===== config.mk =====
export PLATFORM = sky130hd
export DESIGN_NAME = cgcc_ctrl
export DESIGN_NICKNAME = d
export VERILOG_FILES = /design/src/hdl/cgcc_pkg.sv /design/src/hdl/cgcc_ctrl.sv
export SDC_FILE = /design/constraint.sdc
export NUM_CORES = 1
export LEC_CHECK = 0
export ABC_AREA = 1
export ABC_CLOCK_PERIOD_IN_PS = 2400
export BUFFER_PORTS_ARGS = -buffer_cell sky130_fd_sc_hd__buf_2
export CORE_AREA = 2 2 39 41
export CTS_BUF_LIST = sky130_fd_sc_hd__clkbuf_2 sky130_fd_sc_hd__clkbuf_4 sky130_fd_sc_hd__clkbuf_8
export CTS_CLUSTER_DIAMETER = 120
export DETAILED_ROUTE_END_ITERATION = 16
export DIE_AREA = 0 0 41 43
export PLACE_DENSITY = 0.9
export SLEW_MARGIN = 20
export SYNTH_ARGS = -nofsm -noshare
export SYNTH_HDL_FRONTEND = slang
export SYNTH_SLANG_ARGS = --single-unit
export TNS_END_PERCENT = 1

===== constraint.sdc =====
create_clock -name aclk -period 2.4 [get_ports aclk]
set_clock_uncertainty 0.1 [all_clocks]
set_input_delay 0.24 -clock aclk [delete_from_list [all_inputs] [get_ports aclk]]
set_output_delay 0.24 -clock aclk [all_outputs]
set_load 0.01 [all_outputs]

===== src/hdl/cgcc_pkg.sv =====
`default_nettype none

package cgcc_pkg;

    localparam int MAX_VERTICES_DEFAULT = 64;
    localparam int VERTEX_COUNT_RESET   = 64;

    localparam int ACTION_W = 2;
    localparam int NODE_W   = 7;
    localparam int COUNT_W  = 7;
    localparam int ANSWER_W = 6;

    localparam logic [ACTION_W-1:0] ACT_ADD_EDGE = 2'd0;
    localparam logic [ACTION_W-1:0] ACT_COUNT    = 2'd1;
    localparam logic [ACTION_W-1:0] ACT_CLEAR    = 2'd2;

    typedef struct packed {
        logic capture;
        logic clear_adj;
        logic write_a;
        logic write_b;
        logic init_walk;
        logic start_push;
        logic start_skip;
        logic pop;
        logic read_row;
        logic scan_rst;
        logic scan_step;
        logic load_result;
    } cgcc_cmd_t;

    typedef struct packed {
        logic edge_ok;
        logic start_done;
        logic start_unvisited;
        logic stack_empty;
        logic scan_last;
        logic out_free;
    } cgcc_sts_t;

endpackage

`default_nettype wire


===== src/hdl/cgcc_ctrl.sv =====
`default_nettype none

module cgcc_ctrl (
    input  wire logic                               aclk,
    input  wire logic                               aresetn,
    input  wire logic                               s_tvalid,
    output logic                                    s_tready,
    input  wire logic [cgcc_pkg::ACTION_W-1:0]      action,
    input  wire cgcc_pkg::cgcc_sts_t                sts,
    output cgcc_pkg::cgcc_cmd_t                     cmd
);

    typedef enum logic [7:0] {
        ST_IDLE   = 8'b0000_0001,
        ST_EDGE_A = 8'b0000_0010,
        ST_EDGE_B = 8'b0000_0100,
        ST_START  = 8'b0000_1000,
        ST_POP    = 8'b0001_0000,
        ST_ROW    = 8'b0010_0000,
        ST_SCAN   = 8'b0100_0000,
        ST_DONE   = 8'b1000_0000
    } state_t;

    state_t state_reg;
    state_t state_next;

    always_ff @(posedge aclk) begin
        if (!aresetn) begin
            state_reg <= ST_IDLE;
        end else begin
            state_reg <= state_next;
        end
    end

    always_comb begin
        cmd        = '0;
        state_next = state_reg;
        s_tready   = (state_reg == ST_IDLE);
        unique case (state_reg)
            ST_IDLE: begin
                if (s_tvalid) begin
                    unique case (action)
                        cgcc_pkg::ACT_ADD_EDGE: begin
                            if (sts.edge_ok) begin
                                cmd.capture = 1'b1;
                                state_next  = ST_EDGE_A;
                            end
                        end
                        cgcc_pkg::ACT_COUNT: begin
                            cmd.init_walk = 1'b1;
                            state_next    = ST_START;
                        end
                        cgcc_pkg::ACT_CLEAR: begin
                            cmd.clear_adj = 1'b1;
                        end
                        default: ;
                    endcase
                end
            end
            ST_EDGE_A: begin
                cmd.write_a = 1'b1;
                state_next  = ST_EDGE_B;
            end
            ST_EDGE_B: begin
                cmd.write_b = 1'b1;
                state_next  = ST_IDLE;
            end
            ST_START: begin
                if (sts.start_done) begin
                    state_next = ST_DONE;
                end else if (sts.start_unvisited) begin
                    cmd.start_push = 1'b1;
                    state_next     = ST_POP;
                end else begin
                    cmd.start_skip = 1'b1;
                end
            end
            ST_POP: begin
                if (sts.stack_empty) begin
                    state_next = ST_START;
                end else begin
                    cmd.pop    = 1'b1;
                    state_next = ST_ROW;
                end
            end
            ST_ROW: begin
                cmd.read_row = 1'b1;
                cmd.scan_rst = 1'b1;
                state_next   = ST_SCAN;
            end
            ST_SCAN: begin
                cmd.scan_step = 1'b1;
                if (sts.scan_last) begin
                    state_next = ST_POP;
                end
            end
            ST_DONE: begin
                if (sts.out_free) begin
                    cmd.load_result = 1'b1;
                    state_next      = ST_IDLE;
                end
            end
            default: begin
                state_next = ST_IDLE;
            end
        endcase
    end

endmodule

`default_nettype wire


## Word level (Yosys, flattened, before mapping)

Cells that the tools add are included.

- Equality and inequality tests: 16
- Reduce and logical (&&, ||, !) cells: 2
- Muxes and demuxes: 29

Operators with widths:

| kind | count |
|---|---|
| $pmux 8 s7 | 1 |
| $mux 8 | 6 |
| $pmux 8 s2 | 1 |
| $mux 1 | 15 |
| $mux 2 | 5 |
| $eq 8x1->1 const B | 1 |
| $eq 8x2->1 const B | 1 |
| $eq 8x3->1 const B | 1 |
| $eq 8x4->1 const B | 1 |
| $eq 8x5->1 const B | 1 |
| $eq 8x6->1 const B | 1 |
| $eq 8x7->1 const B | 1 |
| $eq 8x8->1 const B | 1 |
| $mux 6 | 1 |
| $ne 2x2->1 const B | 3 |
| $ne 3x3->1 const B | 2 |
| $reduce_and 6->1 | 1 |
| $ne 3x1->1 const B | 1 |
| $eq 2x1->1 const B | 1 |
| $eq 2x2->1 const B | 1 |
| $logic_not 2->1 | 1 |

- Bits in registers: 8
- Bits of input ports: 11
- Logic and storage cells: 48
- Output and inout port bits: 13

## Longest topological paths before layout

Gate-level depths: netlist (run 1).

- Depth in word-level cells: 4
- Depth in mapped cells: 9
- Gate-level depth less buffers: 9

## Least setup slack after synthesis (run 1)

No wires, ideal clock.

- Kind: register -> output
- Start point: reg state_reg[4]
- End point: out cmd[6] (netlist bit)
- Data required time: 2.060 ns
- Setup slack: 1.062 ns
- Arrival: 0.998 ns
- Cell stages (with the launch flop): 6
- Path buffers: 0
- Cell sequence: dfxtp_1 nor2_2 nand2_4 nor2_4 nand2_4 nor2_1

RTL lines:

| item | line | RTL |
|---|---|---|
| from (decl) | cgcc_ctrl.sv:24 | `state_t state_reg;` |
| from (signal assigned) | cgcc_ctrl.sv:31 | `state_reg <= state_next;` |
| to (decl) | cgcc_ctrl.sv:10 | `output cgcc_pkg::cgcc_cmd_t cmd` |

==> results of run 1 <==
[per-layer routing]
metal / vias to the layer above / GRT usage [%] / part of all wire [%]
met5: - / 0 / 0
met4: 0 / 6.00 / 1.0
met3: 2 / 3.14 / 3.9
met2: 20 / 31.9 / 52
met1: 320 / 23.4 / 43
li1: 372 / - / -
[worst paths after layout]
kind                      from      endpoint  slack (ns)  depth (start not counted)
setup / recovery  state_reg[4]        cmd[5]        0.68                          6
setup reg to reg  state_reg[4]  state_reg[0]        1.03                          8
hold reg to reg   state_reg[3]  state_reg[2]        0.50                          3
hold / removal          sts[2]  state_reg[5]        0.08                          2
[placed cells by master (no fill, tap or decap)]
cell / n
sky130_fd_sc_hd__a21oi_1: 3
sky130_fd_sc_hd__buf_2: 23
sky130_fd_sc_hd__clkbuf_4: 3
sky130_fd_sc_hd__dfxtp_1: 8
sky130_fd_sc_hd__inv_1: 18
sky130_fd_sc_hd__inv_2: 3
sky130_fd_sc_hd__nand2_1: 18
sky130_fd_sc_hd__nand2_2: 4
sky130_fd_sc_hd__nand2_4: 2
sky130_fd_sc_hd__nand3_1: 8
sky130_fd_sc_hd__nand3_2: 3
sky130_fd_sc_hd__nor2_1: 19
sky130_fd_sc_hd__nor2_2: 4
sky130_fd_sc_hd__nor2_4: 3
sky130_fd_sc_hd__nor2_8: 1
sky130_fd_sc_hd__nor3_1: 6
sky130_fd_sc_hd__nor4_1: 1
sky130_fd_sc_hd__o211ai_1: 1
sky130_fd_sc_hd__o21ai_0: 1
[per-stage QoR]
stage	hold WS (ns)	setup slack [ns]	cells
finish	0.0751	0.678	145
global route	0.0832	0.562	145
detailed placement	0.341	0.950	142
global placement	0.338	0.993	142
floorplan	0.212	1.06	104
CTS	0.0758	0.673	145
[worst max-delay path, cell delays in order, from the launching register on]
cell and delay (ns):
sky130_fd_sc_hd__dfxtp_1 0.34, sky130_fd_sc_hd__nor2_2 0.18, sky130_fd_sc_hd__nand2_4 0.12, sky130_fd_sc_hd__nor2_4 0.18
sky130_fd_sc_hd__nand2_4 0.09, sky130_fd_sc_hd__nor2_8 0.09, sky130_fd_sc_hd__buf_2 0.13
[kinds of logic (layout without fill, tap and decap cells)]
kind of cell | count (synthesis) | count (layout) | synth area share (%)
AOI/OAI and AO/OA | 5 | 5 | 4.26
buffers and inverters | 22 | 47 | 13.4
DFF | 8 | 8 | 24.8
and+or+nand+nor | 69 | 69 | 57.6
[power by group through the flow]
stage	logic, uW	clock network (uW)	registers, uW
final	117	104	145
after detailed placement	117	0	147
after floorplan	83.6	0	146
after CTS	117	104	145
after global placement	114	0	147
after global routing	131	115	145
[final cells by class]
type,count,share of cell area [%]
clock buffer,3,2.83
inverter,21,9.91
multi-input combinational,74,50.2
sequential,8,20.1
tap,16,2.52
timing repair buffer,23,14.5
==> run_summary.xml, run 1 <==
<?xml version="1.0" encoding="UTF-8"?>
<metrics>
  <group name="sta">
    <metric name="min_period" unit="ns">1.72</metric>
    <metric name="grt_setup_unrepaired" unit="">no</metric>
    <metric name="worst_margin_pin_slew" unit="ns">0.216</metric>
    <metric name="fmax" unit="MHz">581</metric>
    <metric name="setup_viol" unit="">0</metric>
    <metric name="timing.slew.headroom" unit="%">85.5</metric>
    <metric name="slew_viol_final" unit="">0</metric>
    <metric name="final-hold-violation-count" unit="">0</metric>
    <metric name="post-route-period-util" unit="%">71.8</metric>
    <metric name="tns" unit="ns">0</metric>
  </group>
  <group name="setup_path">
    <metric name="cp-end-kind" unit="">output port</metric>
    <metric name="critical_setup_path_class" unit="">reg2out</metric>
    <metric name="worstPathRequired" unit="ns">2.06</metric>
    <metric name="worst-endpoint-arrival" unit="ns">1.38</metric>
    <metric name="start_kind" unit="">flop</metric>
    <metric name="critPathMaxFanout" unit="">7</metric>
  </group>
  <group name="flow_run">
    <metric name="cap_viol_max_count" unit="">0</metric>
  </group>
  <group name="cts">
    <metric name="worst_setup_hold_path_clk_slew" unit="ns">0.05</metric>
    <metric name="cts-root-to-sink-buffers" unit="">2</metric>
    <metric name="tritoncts_clock_tree" unit="">yes</metric>
    <metric name="cts_htree_levels" unit="">1</metric>
    <metric name="postCtsHoldBufs" unit="">0</metric>
    <metric name="cts.root.buffer_cell" unit="">sky130_fd_sc_hd__clkbuf_4</metric>
    <metric name="clock_sinks" unit="">8</metric>
    <metric name="postCtsResizedCells" unit="">0</metric>
    <metric name="numCtsBuffers" unit="">3</metric>
    <metric name="post-cts-setup-buffer-count" unit="">0</metric>
    <metric name="clk_latency" unit="ns">0.25</metric>
  </group>
  <group name="global_route">
    <metric name="vias_in_the_first_global_route" unit="">622</metric>
    <metric name="pin_count_of_the_biggest_net_entering_global_routing" unit="">8</metric>
    <metric name="first_pass_grt_wire_length" unit="microns">2330</metric>
    <metric name="grt_antenna_before_repair" unit="">0</metric>
    <metric name="global_route.usage.total" unit="%">19.0</metric>
    <metric name="grt.overflow.total" unit="">0</metric>
  </group>
  <group name="synth">
    <metric name="synth_flop_cell" unit="">sky130_fd_sc_hd__dfxtp_1</metric>
    <metric name="synth.avg_cell_area" unit="sq um">6.21</metric>
    <metric name="ys_seq_elements" unit="">8</metric>
    <metric name="synthDominantAreaCellType" unit="">sky130_fd_sc_hd__dfxtp_1</metric>
    <metric name="syn_inst_count" unit="">104</metric>
    <metric name="net_count_after_synthesis" unit="">115</metric>
    <metric name="yosys-top-cells-area" unit="">sky130_fd_sc_hd__dfxtp_1 (25%), sky130_fd_sc_hd__nor2_1 (11%), sky130_fd_sc_hd__inv_1 (10%)</metric>
    <metric name="post_synth_instance_area" unit="sq um">646</metric>
    <metric name="netlist_top_cells_count" unit="">sky130_fd_sc_hd__nor2_1 (19), sky130_fd_sc_hd__inv_1 (18), sky130_fd_sc_hd__nand2_1 (18)</metric>
    <metric name="synth_cell_types" unit="">18</metric>
    <metric name="most_frequently_used_cell_type_in_the_post_synthesis_netlist" unit="">sky130_fd_sc_hd__nor2_1</metric>
    <metric name="ys_warn_count" unit="">0</metric>
    <metric name="synthArstFlopShare" unit="%">0</metric>
    <metric name="synth-edff-count" unit="">0</metric>
    <metric name="yosysSeqAreaShare" unit="%">24.8</metric>
    <metric name="post-synth-top-area-fraction" unit="%">24.8</metric>
  </group>
  <group name="outcome">
    <metric name="outcome" unit="">finished, final reports clean</metric>
  </group>
  <group name="placed_design">
    <metric name="io_buffers" unit="">23</metric>
    <metric name="gp_congestion" unit="">0.837</metric>
    <metric name="post_detailed_placement_half_perimeter_wirelength" unit="microns">1200</metric>
    <metric name="place_area" unit="sq um">773</metric>
  </group>
  <group name="power">
    <metric name="clock_group_share_of_total_power" unit="%">28.3</metric>
    <metric name="finalPower" unit="uW">365</metric>
    <metric name="netSwitchingPower" unit="uW">127</metric>
    <metric name="power_dens_cells" unit="nW/um^2">459</metric>
    <metric name="p_int" unit="uW">238</metric>
    <metric name="irDropWorstVdd" unit="uV">396</metric>
    <metric name="cellLeakagePower" unit="uW">0.000474</metric>
    <metric name="sw_frac_of_total" unit="%">34.7</metric>
    <metric name="p_comb_share" unit="%">32.0</metric>
    <metric name="seq_power_share" unit="%">39.6</metric>
  </group>
  <group name="worst_hold_path">
    <metric name="min_path_type" unit="">in2reg</metric>
  </group>
  <group name="routing">
    <metric name="via_count" unit="">714</metric>
    <metric name="drc" unit="">0</metric>
    <metric name="detail_route.iter0.violations" unit="">20</metric>
    <metric name="via_per_inst" unit="">4.92</metric>
    <metric name="route.detailed.wl_per_inst" unit="microns">9.63</metric>
    <metric name="antenna_left" unit="">0</metric>
    <metric name="routed_wirelength" unit="microns">1400</metric>
    <metric name="drt_pass1_iterations" unit="">4</metric>
  </group>
  <group name="final_layout">
    <metric name="num_antenna_cells" unit="">0</metric>
    <metric name="drive_gt1_share" unit="%">35.7</metric>
    <metric name="fin_area" unit="sq um">796</metric>
    <metric name="seqCellArea" unit="sq um">160</metric>
    <metric name="fillerInstances" unit="">136</metric>
    <metric name="area.growth.synth_to_final" unit="%">23.3</metric>
    <metric name="flip_flop_count_of_the_largest_register_all_copies_and_words_added" unit="">8</metric>
    <metric name="multi_input_area" unit="sq um">399</metric>
    <metric name="fin_util" unit="%">57.5</metric>
    <metric name="nNetsFinal" unit="">142</metric>
  </group>
  <group name="floorplanning">
    <metric name="initial_utilization" unit="%">46.7</metric>
    <metric name="core_outline_area" unit="sq um">1380</metric>
    <metric name="fp.dieW" unit="microns">41</metric>
    <metric name="floorplan.die_area" unit="sq um">1760</metric>
    <metric name="dieHeight" unit="microns">43</metric>
    <metric name="io-pin-count" unit="">24</metric>
    <metric name="rows" unit="">14</metric>
  </group>
</metrics>
Power figures use the tool's default switching activity.
==> run 2: changes to the inputs <==
Settings changed: ABC_AREA 1 to 0, ABC_CLOCK_PERIOD_IN_PS 2400 to 1800, PLACE_DENSITY 0.9 to 0.89.
Clock period 2.4 ns to 1.8 ns, I/O delays scaled along.
==> run_summary.xml, run 2 <==
<?xml version="1.0" encoding="UTF-8"?>
<metrics>
  <group name="floorplanning">
    <metric name="fp.dieW" unit="microns">41</metric>
    <metric name="floorplan.die_area" unit="sq um">1760</metric>
    <metric name="dieHeight" unit="microns">43</metric>
    <metric name="rows" unit="">14</metric>
    <metric name="initial_utilization" unit="%">45.8</metric>
    <metric name="io-pin-count" unit="">24</metric>
    <metric name="core_outline_area" unit="sq um">1380</metric>
  </group>
  <group name="worst_hold_path">
    <metric name="hold-path-endpoint" unit="">state_reg[5]</metric>
    <metric name="worst_hold_startpoint" unit="">sts[2]</metric>
    <metric name="min_path_type" unit="">in2reg</metric>
    <metric name="whs_path_depth" unit="">2</metric>
  </group>
  <group name="cts">
    <metric name="cts.root.buffer_cell" unit="">sky130_fd_sc_hd__clkbuf_4</metric>
    <metric name="cts_htree_levels" unit="">1</metric>
    <metric name="tritoncts_clock_tree" unit="">yes</metric>
    <metric name="postCtsHoldBufs" unit="">0</metric>
    <metric name="clock_sinks" unit="">8</metric>
    <metric name="worst_setup_hold_path_clk_slew" unit="ns">0.06</metric>
    <metric name="clk_latency" unit="ns">0.26</metric>
    <metric name="numCtsBuffers" unit="">3</metric>
    <metric name="cts-root-to-sink-buffers" unit="">2</metric>
  </group>
  <group name="final_layout">
    <metric name="area.growth.synth_to_final" unit="%">41.7</metric>
    <metric name="drive_gt1_share" unit="%">50.9</metric>
    <metric name="nNetsFinal" unit="">119</metric>
    <metric name="fin_area" unit="sq um">897</metric>
    <metric name="num_antenna_cells" unit="">0</metric>
    <metric name="mostFrequentLayoutCell" unit="">sky130_fd_sc_hd__buf_2</metric>
    <metric name="flip_flop_count_of_the_largest_register_all_copies_and_words_added" unit="">8</metric>
    <metric name="commonest_cells_after_routing_fill_and_taps_aside" unit="">sky130_fd_sc_hd__buf_2 (23), sky130_fd_sc_hd__nor2_1 (11), sky130_fd_sc_hd__buf_4 (9), sky130_fd_sc_hd__inv_1 (7)</metric>
    <metric name="fin_util" unit="%">64.8</metric>
  </group>
  <group name="setup_path">
    <metric name="reg2regPathDepth" unit="">5</metric>
    <metric name="critical_setup_path_class" unit="">reg2out</metric>
    <metric name="worstPathRequired" unit="ns">1.52</metric>
    <metric name="timing.reg2reg.setup_slack" unit="ns">0.06</metric>
    <metric name="r2r_start" unit="">state_reg[6]</metric>
    <metric name="cp-end-kind" unit="">output port</metric>
    <metric name="r2r-end" unit="">state_reg[0]</metric>
    <metric name="start_kind" unit="">flop</metric>
    <metric name="worst-endpoint-arrival" unit="ns">1.66</metric>
    <metric name="critPathMaxFanout" unit="">4</metric>
  </group>
  <group name="global_route">
    <metric name="pin_count_of_the_biggest_net_entering_global_routing" unit="">8</metric>
    <metric name="grt_antenna_before_repair" unit="">0</metric>
    <metric name="grt.overflow.total" unit="">0</metric>
    <metric name="vias_in_the_first_global_route" unit="">612</metric>
    <metric name="first_pass_grt_wire_length" unit="microns">2610</metric>
    <metric name="global_route.usage.total" unit="%">21.7</metric>
  </group>
  <group name="power">
    <metric name="power_dens_cells" unit="nW/um^2">743</metric>
    <metric name="cellLeakagePower" unit="uW">0.000418</metric>
    <metric name="irDropWorstVdd" unit="uV">624</metric>
  </group>
  <group name="synth">
    <metric name="yosys-top-cells-area" unit="">sky130_fd_sc_hd__dfxtp_1 (25%), sky130_fd_sc_hd__nor4b_2 (7.1%), sky130_fd_sc_hd__nor4_4 (6.7%)</metric>
    <metric name="net_count_after_synthesis" unit="">83</metric>
    <metric name="post_synth_instance_area" unit="sq um">633</metric>
    <metric name="synthDominantAreaCellType" unit="">sky130_fd_sc_hd__dfxtp_1</metric>
    <metric name="syn_inst_count" unit="">72</metric>
    <metric name="synth_flop_cell" unit="">sky130_fd_sc_hd__dfxtp_1</metric>
    <metric name="synth_cell_types" unit="">30</metric>
    <metric name="synthArstFlopShare" unit="%">0</metric>
    <metric name="synth.avg_cell_area" unit="sq um">8.79</metric>
    <metric name="post-synth-top-area-fraction" unit="%">25.3</metric>
    <metric name="most_frequently_used_cell_type_in_the_post_synthesis_netlist" unit="">sky130_fd_sc_hd__nor2_1</metric>
    <metric name="synth-edff-count" unit="">0</metric>
    <metric name="netlist_top_cells_count" unit="">sky130_fd_sc_hd__nor2_1 (11), sky130_fd_sc_hd__dfxtp_1 (8), sky130_fd_sc_hd__inv_1 (7)</metric>
    <metric name="ys_seq_elements" unit="">8</metric>
    <metric name="yosysSeqAreaShare" unit="%">25.3</metric>
    <metric name="ys_warn_count" unit="">0</metric>
  </group>
  <group name="routing">
    <metric name="via_count" unit="">699</metric>
    <metric name="antenna_left" unit="">0</metric>
    <metric name="detail_route.iter0.violations" unit="">14</metric>
    <metric name="via_per_inst" unit="">5.73</metric>
    <metric name="route.detailed.wl_per_inst" unit="microns">14.4</metric>
    <metric name="drc" unit="">0</metric>
    <metric name="drt_pass1_iterations" unit="">4</metric>
    <metric name="routed_wirelength" unit="microns">1750</metric>
  </group>
  <group name="sta">
    <metric name="fmax" unit="MHz">514</metric>
    <metric name="final.setup.worst_slack" unit="ns">-0.144</metric>
    <metric name="slew_viol_final" unit="">0</metric>
    <metric name="tns" unit="ns">-0.482</metric>
    <metric name="post-route-period-util" unit="%">108</metric>
    <metric name="timing.slew.headroom" unit="%">64.4</metric>
    <metric name="worst_margin_pin_slew" unit="ns">0.533</metric>
    <metric name="grt_setup_unrepaired" unit="">yes</metric>
    <metric name="worst_hold_margin" unit="ns">-0.00293</metric>
    <metric name="final-hold-violation-count" unit="">1</metric>
    <metric name="setup_viol" unit="">7</metric>
    <metric name="min_period" unit="ns">1.94</metric>
  </group>
  <group name="placed_design">
    <metric name="place_area" unit="sq um">783</metric>
    <metric name="dpl_worst_slack" unit="ns">-0.00493</metric>
    <metric name="gp_congestion" unit="">0.875</metric>
    <metric name="post_detailed_placement_half_perimeter_wirelength" unit="microns">1220</metric>
    <metric name="io_buffers" unit="">23</metric>
  </group>
  <group name="outcome">
    <metric name="failed_checks" unit="">hold timing, setup timing</metric>
    <metric name="outcome" unit="">finished, violations left</metric>
  </group>
  <group name="flow_run">
    <metric name="cap_viol_max_count" unit="">0</metric>
  </group>
</metrics>
-- run 2: cell types whose count changed in the layout (fill, tap and decap cells not counted), moves of 4 or more --
cell                      previous run  this run
sky130_fd_sc_hd__inv_1              18         7
sky130_fd_sc_hd__buf_4               0         9
sky130_fd_sc_hd__nor2_2              4         0
sky130_fd_sc_hd__nand3_1             8         1
sky130_fd_sc_hd__nand2_2             4         0
sky130_fd_sc_hd__nand2_1            18         3
sky130_fd_sc_hd__nor2_1             19        11
sky130_fd_sc_hd__dfxtp_1             8         3
sky130_fd_sc_hd__nor3_1              6         2
-- run 2: final cells by class --
class | instances | area [sq um]
fillers | 121 | 487
clock buffers | 3 | 22.5
flip-flops and latches | 8 | 171
inverters | 7 | 26.3
repair buffers | 32 | 183
well taps | 16 | 20.0
multi-input cells | 56 | 474
-- run 2: critical path, stage by stage (launching register included) --
cell and delay [ns]:
sky130_fd_sc_hd__dfxtp_4 0.37, sky130_fd_sc_hd__nor4_4 0.33, sky130_fd_sc_hd__buf_4 0.19, sky130_fd_sc_hd__nand3b_1 0.12, sky130_fd_sc_hd__nor3b_2 0.22, sky130_fd_sc_hd__buf_2 0.17
-- run 2: repair_timing --
| action | in CTS | in global routing |
|---|---|---|
| pin swaps | 5 | 2 |
| endpoints found under the setup margin | 9 | 12 |
| setup buffers | 6 | 0 |
| gates resized for setup | 10 | 4 |
-- run 2: worst max-delay path by stage --
stage	slack [ns]	to	start
3_3_place_gp	0.09	cmd[11]	state_reg[6]
2_1_floorplan	0.04	cmd[3]	state_reg[7]
5_1_grt	-0.25	cmd[6]	state_reg[6]
3_5_place_dp	-0.005	cmd[11]	state_reg[6]
6_report	-0.14	cmd[6]	state_reg[6]
4_1_cts	-0.1	cmd[6]	state_reg[6]
-- run 2: power by group --
group / internal, uW / leakage [uW] / switching, uW
Combinational: 158 / 0.000337 / 147
Clock: 76.6 / 0.0000138 / 65.2
Sequential: 190 / 0.0000672 / 29.3
-- run 2: routing by layer --
layer	wire (microns)	global-route usage, %	vias to the layer above	share of wire (%)
li1	-	-	341	-
met1	715	25.2	325	41
met2	908	34.4	29	52
met3	111	7.33	4	6.3
met4	19	9.33	0	1.1
met5	0	0	-	0
-- run 2: logic make-up (layout without fill, tap and decap cells) --
kind of cell / Yosys count / in the layout / synth area share (%)
simple gates: 42 / 42 / 50.8
compound gates: 12 / 12 / 15.8
flops: 8 / 8 / 25.3
buf+inv: 8 / 42 / 5.34
xor+xnor: 2 / 2 / 2.77
-- run 2: per-stage QoR --
step | hold slack, ns | cells | total power (uW)
floorplan | 0.158 | 72 | 377
global placement | 0.277 | 113 | 443
detailed placement | 0.286 | 113 | 453
CTS | 0.00291 | 122 | 646
global route | 0.00238 | 122 | 711
finish | -0.00293 | 122 | 666
==> run 3: changes to the inputs <==
Settings changed: BUFFER_PORTS_ARGS -buffer_cell sky130_fd_sc_hd__buf_2 to -buffer_cell sky130_fd_sc_hd__buf_4, MAX_ROUTING_LAYER set to met4.
==> run_summary.xml, run 3 (synthesis gave the netlist of run 2 again) <==
<?xml version="1.0" encoding="UTF-8"?>
<metrics>
  <group name="final_layout">
    <metric name="mostFrequentLayoutCell" unit="">sky130_fd_sc_hd__buf_4</metric>
    <metric name="fillerInstances" unit="">103</metric>
    <metric name="layout.cells.non_filler" unit="">127</metric>
    <metric name="num_antenna_cells" unit="">0</metric>
    <metric name="fin_area" unit="sq um">1000</metric>
    <metric name="commonest_cells_after_routing_fill_and_taps_aside" unit="">sky130_fd_sc_hd__buf_4 (36), sky130_fd_sc_hd__nor2_1 (11), sky130_fd_sc_hd__inv_1 (7), sky130_fd_sc_hd__dfxtp_1 (5)</metric>
    <metric name="drive_gt1_share" unit="%">50.5</metric>
    <metric name="nNetsFinal" unit="">124</metric>
    <metric name="area.growth.synth_to_final" unit="%">58.5</metric>
    <metric name="flip_flop_count_of_the_largest_register_all_copies_and_words_added" unit="">8</metric>
  </group>
  <group name="floorplanning">
    <metric name="fp.dieW" unit="microns">41</metric>
    <metric name="rows" unit="">14</metric>
    <metric name="dieHeight" unit="microns">43</metric>
    <metric name="core_outline_area" unit="sq um">1380</metric>
    <metric name="io-pin-count" unit="">24</metric>
    <metric name="initial_utilization" unit="%">45.8</metric>
    <metric name="floorplan.die_area" unit="sq um">1760</metric>
  </group>
  <group name="sta">
    <metric name="final.setup.worst_slack" unit="ns">-0.0693</metric>
    <metric name="final-hold-violation-count" unit="">0</metric>
    <metric name="slew_viol_final" unit="">0</metric>
    <metric name="setup_viol" unit="">7</metric>
    <metric name="fmax" unit="MHz">535</metric>
    <metric name="min_period" unit="ns">1.87</metric>
    <metric name="worst_margin_pin_slew" unit="ns">0.556</metric>
    <metric name="timing.slew.headroom" unit="%">62.9</metric>
    <metric name="post-route-period-util" unit="%">104</metric>
    <metric name="worst_hold_margin" unit="ns">0.0851</metric>
    <metric name="grt_setup_unrepaired" unit="">yes</metric>
  </group>
  <group name="setup_path">
    <metric name="critical_path.endpoint" unit="">cmd[6]</metric>
    <metric name="slowest_cp_cell" unit="">sky130_fd_sc_hd__dfxtp_4</metric>
    <metric name="r2r_start" unit="">state_reg[7]</metric>
    <metric name="cell_mode_on_critical_path" unit="">sky130_fd_sc_hd__buf_4</metric>
    <metric name="r2r-end" unit="">state_reg[0]</metric>
    <metric name="cp-end-kind" unit="">output port</metric>
    <metric name="crit_path_start" unit="">state_reg[6]</metric>
    <metric name="reg2regPathDepth" unit="">5</metric>
    <metric name="critical_setup_path_class" unit="">reg2out</metric>
    <metric name="crit_path_cell_trace" unit="">nor4_4, buf_4, nand3b_1, nor3b_2, buf_4</metric>
    <metric name="critPathMaxFanout" unit="">5</metric>
    <metric name="start_kind" unit="">flop</metric>
    <metric name="timing.reg2reg.setup_slack" unit="ns">0</metric>
    <metric name="worst-endpoint-arrival" unit="ns">1.59</metric>
    <metric name="worstPathRequired" unit="ns">1.52</metric>
    <metric name="critical_path.max_stage_delay" unit="ns">0.38</metric>
  </group>
  <group name="cts">
    <metric name="cts.root.buffer_cell" unit="">sky130_fd_sc_hd__clkbuf_4</metric>
    <metric name="cts-root-to-sink-buffers" unit="">2</metric>
    <metric name="clk_latency" unit="ns">0.26</metric>
    <metric name="clock_sinks" unit="">8</metric>
    <metric name="cts_htree_levels" unit="">1</metric>
    <metric name="tritoncts_clock_tree" unit="">yes</metric>
    <metric name="worst_setup_hold_path_clk_slew" unit="ns">0.06</metric>
    <metric name="numCtsBuffers" unit="">3</metric>
  </group>
  <group name="flow_run">
    <metric name="cap_viol_max_count" unit="">0</metric>
  </group>
  <group name="routing">
    <metric name="detail_route.iter0.violations" unit="">11</metric>
    <metric name="routed_wirelength" unit="microns">1840</metric>
    <metric name="route.detailed.wl_per_inst" unit="microns">14.5</metric>
    <metric name="antenna_left" unit="">0</metric>
    <metric name="drc" unit="">0</metric>
    <metric name="drt_pass1_iterations" unit="">4</metric>
    <metric name="via_per_inst" unit="">5.78</metric>
    <metric name="via_count" unit="">734</metric>
  </group>
  <group name="outcome">
    <metric name="outcome" unit="">finished, violations left</metric>
    <metric name="failed_checks" unit="">setup timing</metric>
  </group>
  <group name="worst_hold_path">
    <metric name="worst_hold_startpoint" unit="">aresetn</metric>
    <metric name="min_path_type" unit="">in2reg</metric>
  </group>
  <group name="power">
    <metric name="cellLeakagePower" unit="uW">0.000448</metric>
    <metric name="power_dens_cells" unit="nW/um^2">701</metric>
    <metric name="irDropWorstVdd" unit="uV">481</metric>
  </group>
  <group name="placed_design">
    <metric name="gp_congestion" unit="">0.961</metric>
    <metric name="io_buffers" unit="">23</metric>
    <metric name="place_area" unit="sq um">871</metric>
    <metric name="post-place-cells" unit="">117</metric>
    <metric name="post_detailed_placement_half_perimeter_wirelength" unit="microns">1330</metric>
  </group>
  <group name="global_route">
    <metric name="global_route.usage.total" unit="%">26.2</metric>
    <metric name="pin_count_of_the_biggest_net_entering_global_routing" unit="">8</metric>
    <metric name="grt.overflow.total" unit="">0</metric>
    <metric name="grt_antenna_before_repair" unit="">0</metric>
    <metric name="first_pass_grt_wire_length" unit="microns">3110</metric>
    <metric name="vias_in_the_first_global_route" unit="">717</metric>
  </group>
</metrics>
-- run 3: per-layer routing --
| metal | share of wire (%) | vias up | GRT usage [%] |
|---|---|---|---|
| li1 | - | 348 | - |
| met4 | 0.76 | 0 | 8.67 |
| met5 | 0 | - | - |
| met3 | 4.8 | 2 | 8.38 |
| met1 | 38 | 360 | 27.4 |
| met2 | 56 | 24 | 44.1 |
-- run 3: worst min path at each step --
| stage | endpoint | slack [ns] | cells after the start |
|---|---|---|---|
| floorplan | state_reg[0] | 0.16 | 1 |
| global placement | state_reg[5] | 0.27 | 2 |
| detailed placement | state_reg[5] | 0.28 | 2 |
| CTS | state_reg[5] | 0.0008 | 2 |
| global route | state_reg[0] | 0.07 | 2 |
| finish | state_reg[0] | 0.09 | 2 |
-- run 3: critical path, delay by kind of cell (launching register included) --
kind / cells / cell delay, ns
simple gates: 3 / 0.62
buf+inv: 2 / 0.33
flops: 1 / 0.38
-- run 3: layout make-up --
type	instances	area (sq um)	area share [%]
inverter	7	26.3	2.62
sequential	8	171	17.1
timing repair buffer	37	280	27.9
multi-input combinational	56	483	48.1
clock buffer	3	22.5	2.24
tap	16	20.0	2.00
-- run 3: what timing repair did --
| item | 4_1_cts | 5_1_grt |
|---|---|---|
| resized for setup | 12 | 2 |
| buffers inserted | 6 | 0 |
| setup endpoints to repair | 10 | 13 |
| hold endpoints to repair | 0 | 1 |
| hold buffers | 0 | 1 |
| pin swaps | 9 | 2 |
-- run 3: metrics by stage --
stage / setup TNS [ns] / worst slack (ns) / util [%] / power, uW
finish: -0.181 / -0.0693 / 72.5 / 704
floorplan: 0 / 0.0429 / - / 377
detailed placement: 0 / 0.0109 / 62.9 / 482
global route: -1.15 / -0.187 / 72.5 / 752
CTS: -0.152 / -0.0786 / 71.0 / 692
global placement: 0 / 0.0801 / 62.9 / 476
-- run 3: where the power goes --
part,total [uW],switching (uW),internal (uW)
Combinational,351,157,194
Sequential,217,25.3,192
Clock,136,59.9,76.2
